**src/sv/bss_pkg.sv**
```systemverilog
// shared types, constants and bit-search functions for the bitmap sorted set
package bss_pkg;

    localparam int KEY_W     = 12;
    localparam int CNT_W     = 13;
    localparam int LEAF_BITS = 64;
    localparam int LEAF_IW   = 6;
    localparam int UNIVERSE_DEF = 4096;

    typedef enum logic [2:0] {
        OP_INSERT  = 3'd0,
        OP_REMOVE  = 3'd1,
        OP_MEMBER  = 3'd2,
        OP_SUCC    = 3'd3,
        OP_PRED    = 3'd4,
        OP_EXTRACT = 3'd5
    } op_t;

    typedef struct packed {
        logic [2:0]       kind;
        logic [KEY_W-1:0] key;
    } in_t;

    typedef struct packed {
        logic             ok;
        logic [KEY_W-1:0] found_value;
        logic             found_valid;
        logic [KEY_W-1:0] smallest_key;
        logic [KEY_W-1:0] largest_key;
        logic [CNT_W-1:0] member_count;
    } out_t;

    typedef struct packed {
        logic start;
        logic exec;
        logic srch;
        logic fetch;
        logic load;
    } cmd_t;

    typedef struct packed {
        logic exec_search;
        logic srch_fetch;
        logic out_busy;
    } stat_t;

    // position of the lowest set bit, 0 for an empty word
    function automatic logic [LEAF_IW-1:0] low_bit(input logic [LEAF_BITS-1:0] w);
        logic [LEAF_BITS-1:0] iso;
        logic [LEAF_IW-1:0]   idx;
        iso = w & (~w + 64'd1);
        idx = '0;
        for (int i = 0; i < LEAF_BITS; i++) begin
            if (iso[i]) begin
                idx = idx | LEAF_IW'(i);
            end
        end
        return idx;
    endfunction

    // position of the highest set bit, 63 for an empty word
    function automatic logic [LEAF_IW-1:0] high_bit(input logic [LEAF_BITS-1:0] w);
        logic [LEAF_BITS-1:0] rev;
        for (int i = 0; i < LEAF_BITS; i++) begin
            rev[i] = w[LEAF_BITS-1-i];
        end
        return ~low_bit(rev);
    endfunction

endpackage

```
**src/sv/bss_ctrl.sv**
```systemverilog
// controller state machine sequencing one transaction through the datapath
module bss_ctrl (
    input  logic           aclk,
    input  logic           aresetn,
    input  logic           s_valid,
    output logic           s_ready,
    input  bss_pkg::stat_t stat,
    output bss_pkg::cmd_t  cmd
);

    typedef enum logic [2:0] {
        ST_IDLE,
        ST_EXEC,
        ST_SRCH,
        ST_FETCH,
        ST_DONE
    } state_t;

    state_t state_reg, state_next;

    assign s_ready   = (state_reg == ST_IDLE);
    assign cmd.start = s_valid && (state_reg == ST_IDLE);
    assign cmd.exec  = (state_reg == ST_EXEC);
    assign cmd.srch  = (state_reg == ST_SRCH);
    assign cmd.fetch = (state_reg == ST_FETCH);
    assign cmd.load  = (state_reg == ST_DONE) && !stat.out_busy;

    always_comb begin
        state_next = state_reg;
        case (state_reg)
            ST_IDLE:  if (s_valid) state_next = ST_EXEC;
            ST_EXEC:  state_next = stat.exec_search ? ST_SRCH : ST_DONE;
            ST_SRCH:  state_next = stat.srch_fetch ? ST_FETCH : ST_DONE;
            ST_FETCH: state_next = ST_DONE;
            ST_DONE:  if (!stat.out_busy) state_next = ST_IDLE;
            default:  state_next = ST_IDLE;
        endcase
    end

    always_ff @(posedge aclk) begin
        if (!aresetn) begin
            state_reg <= ST_IDLE;
        end else begin
            state_reg <= state_next;
        end
    end

endmodule

```
**config.mk**
```make
export PLATFORM = sky130hd
export DESIGN_NAME = bss_ctrl
export DESIGN_NICKNAME = d
export VERILOG_FILES = /design/src/sv/bss_pkg.sv /design/src/sv/bss_ctrl.sv
export SDC_FILE = /design/constraint.sdc
export NUM_CORES = 1
export LEC_CHECK = 0
export ABC_AREA = 1
export BUFFER_PORTS_ARGS = -buffer_cell sky130_fd_sc_hd__buf_2
export CAP_MARGIN = 30
export CORE_AREA = 2 2 39 41
export CTS_CLUSTER_SIZE = 30
export DETAILED_ROUTE_END_ITERATION = 6
export DIE_AREA = 0 0 41 43
export SLEW_MARGIN = 25
export SYNTH_ARGS = -nofsm -noshare
export SYNTH_HDL_FRONTEND = slang
export SYNTH_SLANG_ARGS = --single-unit
```
**constraint.sdc**
```tcl
create_clock -name aclk -period 2.5 [get_ports aclk]
set_clock_uncertainty 0.2 [all_clocks]
set_input_delay 0.125 -clock aclk [delete_from_list [all_inputs] [get_ports aclk]]
set_output_delay 0.125 -clock aclk [all_outputs]
set_load 0.03 [all_outputs]
```
Word level (Yosys, flattened, before mapping). Cells that the tools add are included.

Bits in registers: 3. Bits of input ports: 6. Word-level logic and storage cells: 17.

Equal/unequal tests: 6. Muxes and demuxes: 5. Reduce and logical (&&, ||, !) cells: 5.

Operators by type and width (count): $pmux W3 S5 (1); $mux W3 (4); $eq A3 B2 Y1 const B (2); $ne A2 B2 Y1 const B (2); $eq A3 B1 Y1 const B (1); $eq A3 B3 Y1 const B (1); $logic_not A3 Y1 (1); $logic_and A1 B1 Y1 (2); $reduce_and A2 Y1 (1); $logic_not A1 Y1 (1).

Longest topological paths before layout.
Depth in word-level cells: 3. Depth in mapped cells: 6. Gate-level depth less buffers: 6.

Worst setup path after synthesis. No wires, ideal clock.

Path type: register -> output. Start point: reg state_reg[2]. End point: out cmd[0] in the netlist's numbering. Data arrival time: 1.432 ns. Required time: 2.175 ns. Slack: 0.743 ns. Stages on the path, launching flop included: 3. Path through: dfxtp_1 inv_2 nor4_1.

RTL lines: start: declaration (line bss_ctrl.sv:19) `state_t state_reg, state_next;`; start signal: assignment (line bss_ctrl.sv:44) `state_reg <= state_next;`; end: declaration (line bss_ctrl.sv:8) `output bss_pkg::cmd_t cmd`.

Final worst setup path.
Start point: reg state_reg[2]. End point: reg state_reg[1].

Word-level cells in the longest chain between the ends: 3. Elaborated cells between the ends (all ways): 9. Classes of those cells: eq/ne (6); mux (1); reduce/logical (2).

Ends and longest elaborated chain: $eq A3 B3 Y1 or $logic_not A3 Y1 (tied branches) (line bss_ctrl.sv:30) `case (state_reg)`; $ne A2 B2 Y1 (no source line); $reduce_and A2 Y1 (no source line).

Several ways; a longest one is shown, not always the timed one. A chain may end at the register's enable or synchronous reset.

==> impl_metrics.csv <==
group,metric,value,unit
finish,nets,60,
place,dp_cells,62,
synth,yosys_register_bits,3,
finish,drive_above_1_share,0.358,
clocking,cts_sinks,3,
hold_path,hold_depth,5,
die,core.rowCount,14,
place,place_congestion,0.692,
power,power-per-cell-area,686,mW/mm²
die,dieArea,0.00176,mm²
clocking,cts_buffers,3,
setup_path,path_max_fanout,5,
setup_path,reg2reg_from,"state_reg[2]",
detailed_routing,wl,516,µm
detailed_routing,via_count,266,
sta,setup_viol,0,
synth,yosys.area.top_type_share,0.281,
clocking,cts_setup_buffers,0,
grt,grt_pass1_wl,772,µm
grt,track_usage,0.0703,
power,ir_drop,0.000263,V
clocking,cts-root-buf,"clkbuf_4",
clocking,cts-htree-levels,1,
setup_path,worstSetupStartpointType,"register",
synth,yosys.area.top_type,"dfxtp_1",
sta,hold_violations,0,
detailed_routing,wl_per_cell,7.48,µm
synth,synthTopCellsByArea,"dfxtp_1, nand3_1, inv_1",
synth,syn_area_per_cell,6.11,µm²
synth,synth_nets,41,
setup_path,reg2reg_depth,4,
synth,synthesis.area,214,µm²
grt,antenna_found_initial,0,
grt,grt_pass1_vias,206,
setup_path,crit_required,2.47,ns
sta,setup_tns,0,ns
setup_path,r2r_slack,0.90,ns
clocking,clkTransAtPathRegs,0.04,ns
die,initial_core_util,0.155,
hold_path,whs_endpoint,"state_reg[0]",
setup_path,worstReg2RegEnd,"state_reg[1]",
sta,rsz0062_at_grt,"no",
setup_path,setup.worst_path.class,"register to register",
synth,syn_inst,35,
place,portBuffers,11,
grt,overflow,0,
flow_run,maxCapViolations,0,
hold_path,hp-class,"primary input to register",
clocking,insertion_delay,0.23,ns
synth,synth_cell_types,14,
finish,final_common_cell,"buf_2",
grt,grt_max_degree,8,
sta,finalCritPeriodShare,0.639,
detailed_routing,drc,0,
clocking,clock_path_buffers,2,
finish,postLayoutCoreUtil,0.250,
run_status,status,"finished clean",
power,total_power,237,µW
place,place_ws,1.19,ns
clocking,cts_tree,"built",
die,core_area,0.00138,mm²
sta,maxSlewViolCount,0,
die,chipHeight,43,µm
detailed_routing,ant_nets,0,
finish,n_antenna_cell,0,
setup_path,cp.arrival,1.57,ns
detailed_routing,dr.pass1.iters,3,
sta,hold_ws,0.0519,ns
sta,fin_ws,0.903,ns
hold_path,min_from,"stat[0]",
sta,worstMarginPinSlew,0.257,ns
finish,fillers,164,
power,p_leak,0.190,nW
synth,ys_seq_area_frac,0.281,
finish,largest_reg_flops,3,
die,die_x,41,µm
sta,fmax,626,MHz
finish,area_delta_synth_final,61.4,%
setup_path,worst_setup_path_end_kind,"register",
detailed_routing,vias_per_cell,3.86,
finish,mostFrequentLayoutCells,"buf_2, inv_1, nand3_1",
sta,fin_crit,1.60,ns
detailed_routing,drt_iter0_drc,4,
die,ios,12,
finish,stdcell_area,345,µm²
place,placed_area,289,µm²
synth,yosys_warnings,0,
finish,finalNonFillerCells,69,
place,dp_hpwl,413,µm
sta,max_slew_margin,0.828,
==> report_power, final <==
part | leakage [nW] | switching [mW] | internal [mW]
Clock | 0.0150 | 0.0253 | 0.0598
Sequential | 0.0246 | 0.00985 | 0.0540
Combinational | 0.150 | 0.0579 | 0.0300
Total | 0.190 | 0.0931 | 0.144
==> cell families (layout without fill, tap and decap cells) <==
kind of cell / Yosys count / count (layout) / share of synthesized area
compound gates: 3 / 3 / 0.0818
buf+inv: 10 / 28 / 0.175
flops: 3 / 3 / 0.281
simple gates: 19 / 19 / 0.462
==> cell type report <==
cell class	instances	area, µm²	share of cell area
Timing Repair Buffer	14	85.1	0.246
Clock buffer	4	26.3	0.0761
Multi-Input combinational cell	22	116	0.337
Inverter	10	37.5	0.109
Sequential cell	3	60.1	0.174
Tap cell	16	20.0	0.0580
==> cell usage after synthesis <==
| cell | n |
|---|---|
| inv_1 | 8 |
| nand3_1 | 6 |
| nor2_1 | 5 |
| dfxtp_1 | 3 |
| nand2_1 | 3 |
| inv_2 | 2 |
| a21boi_1 | 1 |
| nand3_2 | 1 |
| nor2_2 | 1 |
| nor2_4 | 1 |
| nor3_1 | 1 |
| nor4_1 | 1 |
| o21ai_0 | 1 |
| o21ai_1 | 1 |
==> metal layers <==
metal | vias to the layer above | wire [µm] | track usage
li1 | 145 | - | -
met1 | 110 | 252 | 0.0804
met2 | 11 | 205 | 0.0844
met3 | 0 | 58 | 0.0785
met4 | 0 | 0 | 0.0200
met5 | - | 0 | 0
==> worst max-delay path by stage <==
stage,from,end,slack [ns],depth (start not counted)
3_5_place_dp,state_reg[2],cmd[0],1.19,3
2_1_floorplan,state_reg[2],cmd[0],0.74,2
5_1_grt,state_reg[2],cmd[0],0.80,3
4_1_cts,state_reg[2],state_reg[1],0.92,4
6_report,state_reg[2],state_reg[1],0.90,4
3_3_place_gp,state_reg[2],cmd[0],1.16,3
==> worst max-delay path: stages (launching register included) <==
cell and delay (ns):
dfxtp_1 0.37, nor2_1 0.19, nand3_1 0.09, a21boi_1 0.14, dlygate4sd3_1 0.55
==> timing repair <==
item / CTS / global route
gates resized for setup: 0 / 0
hold buffers: 3 / 0
hold endpoints to repair: 3 / 0
Power figures use the tool's default switching activity.
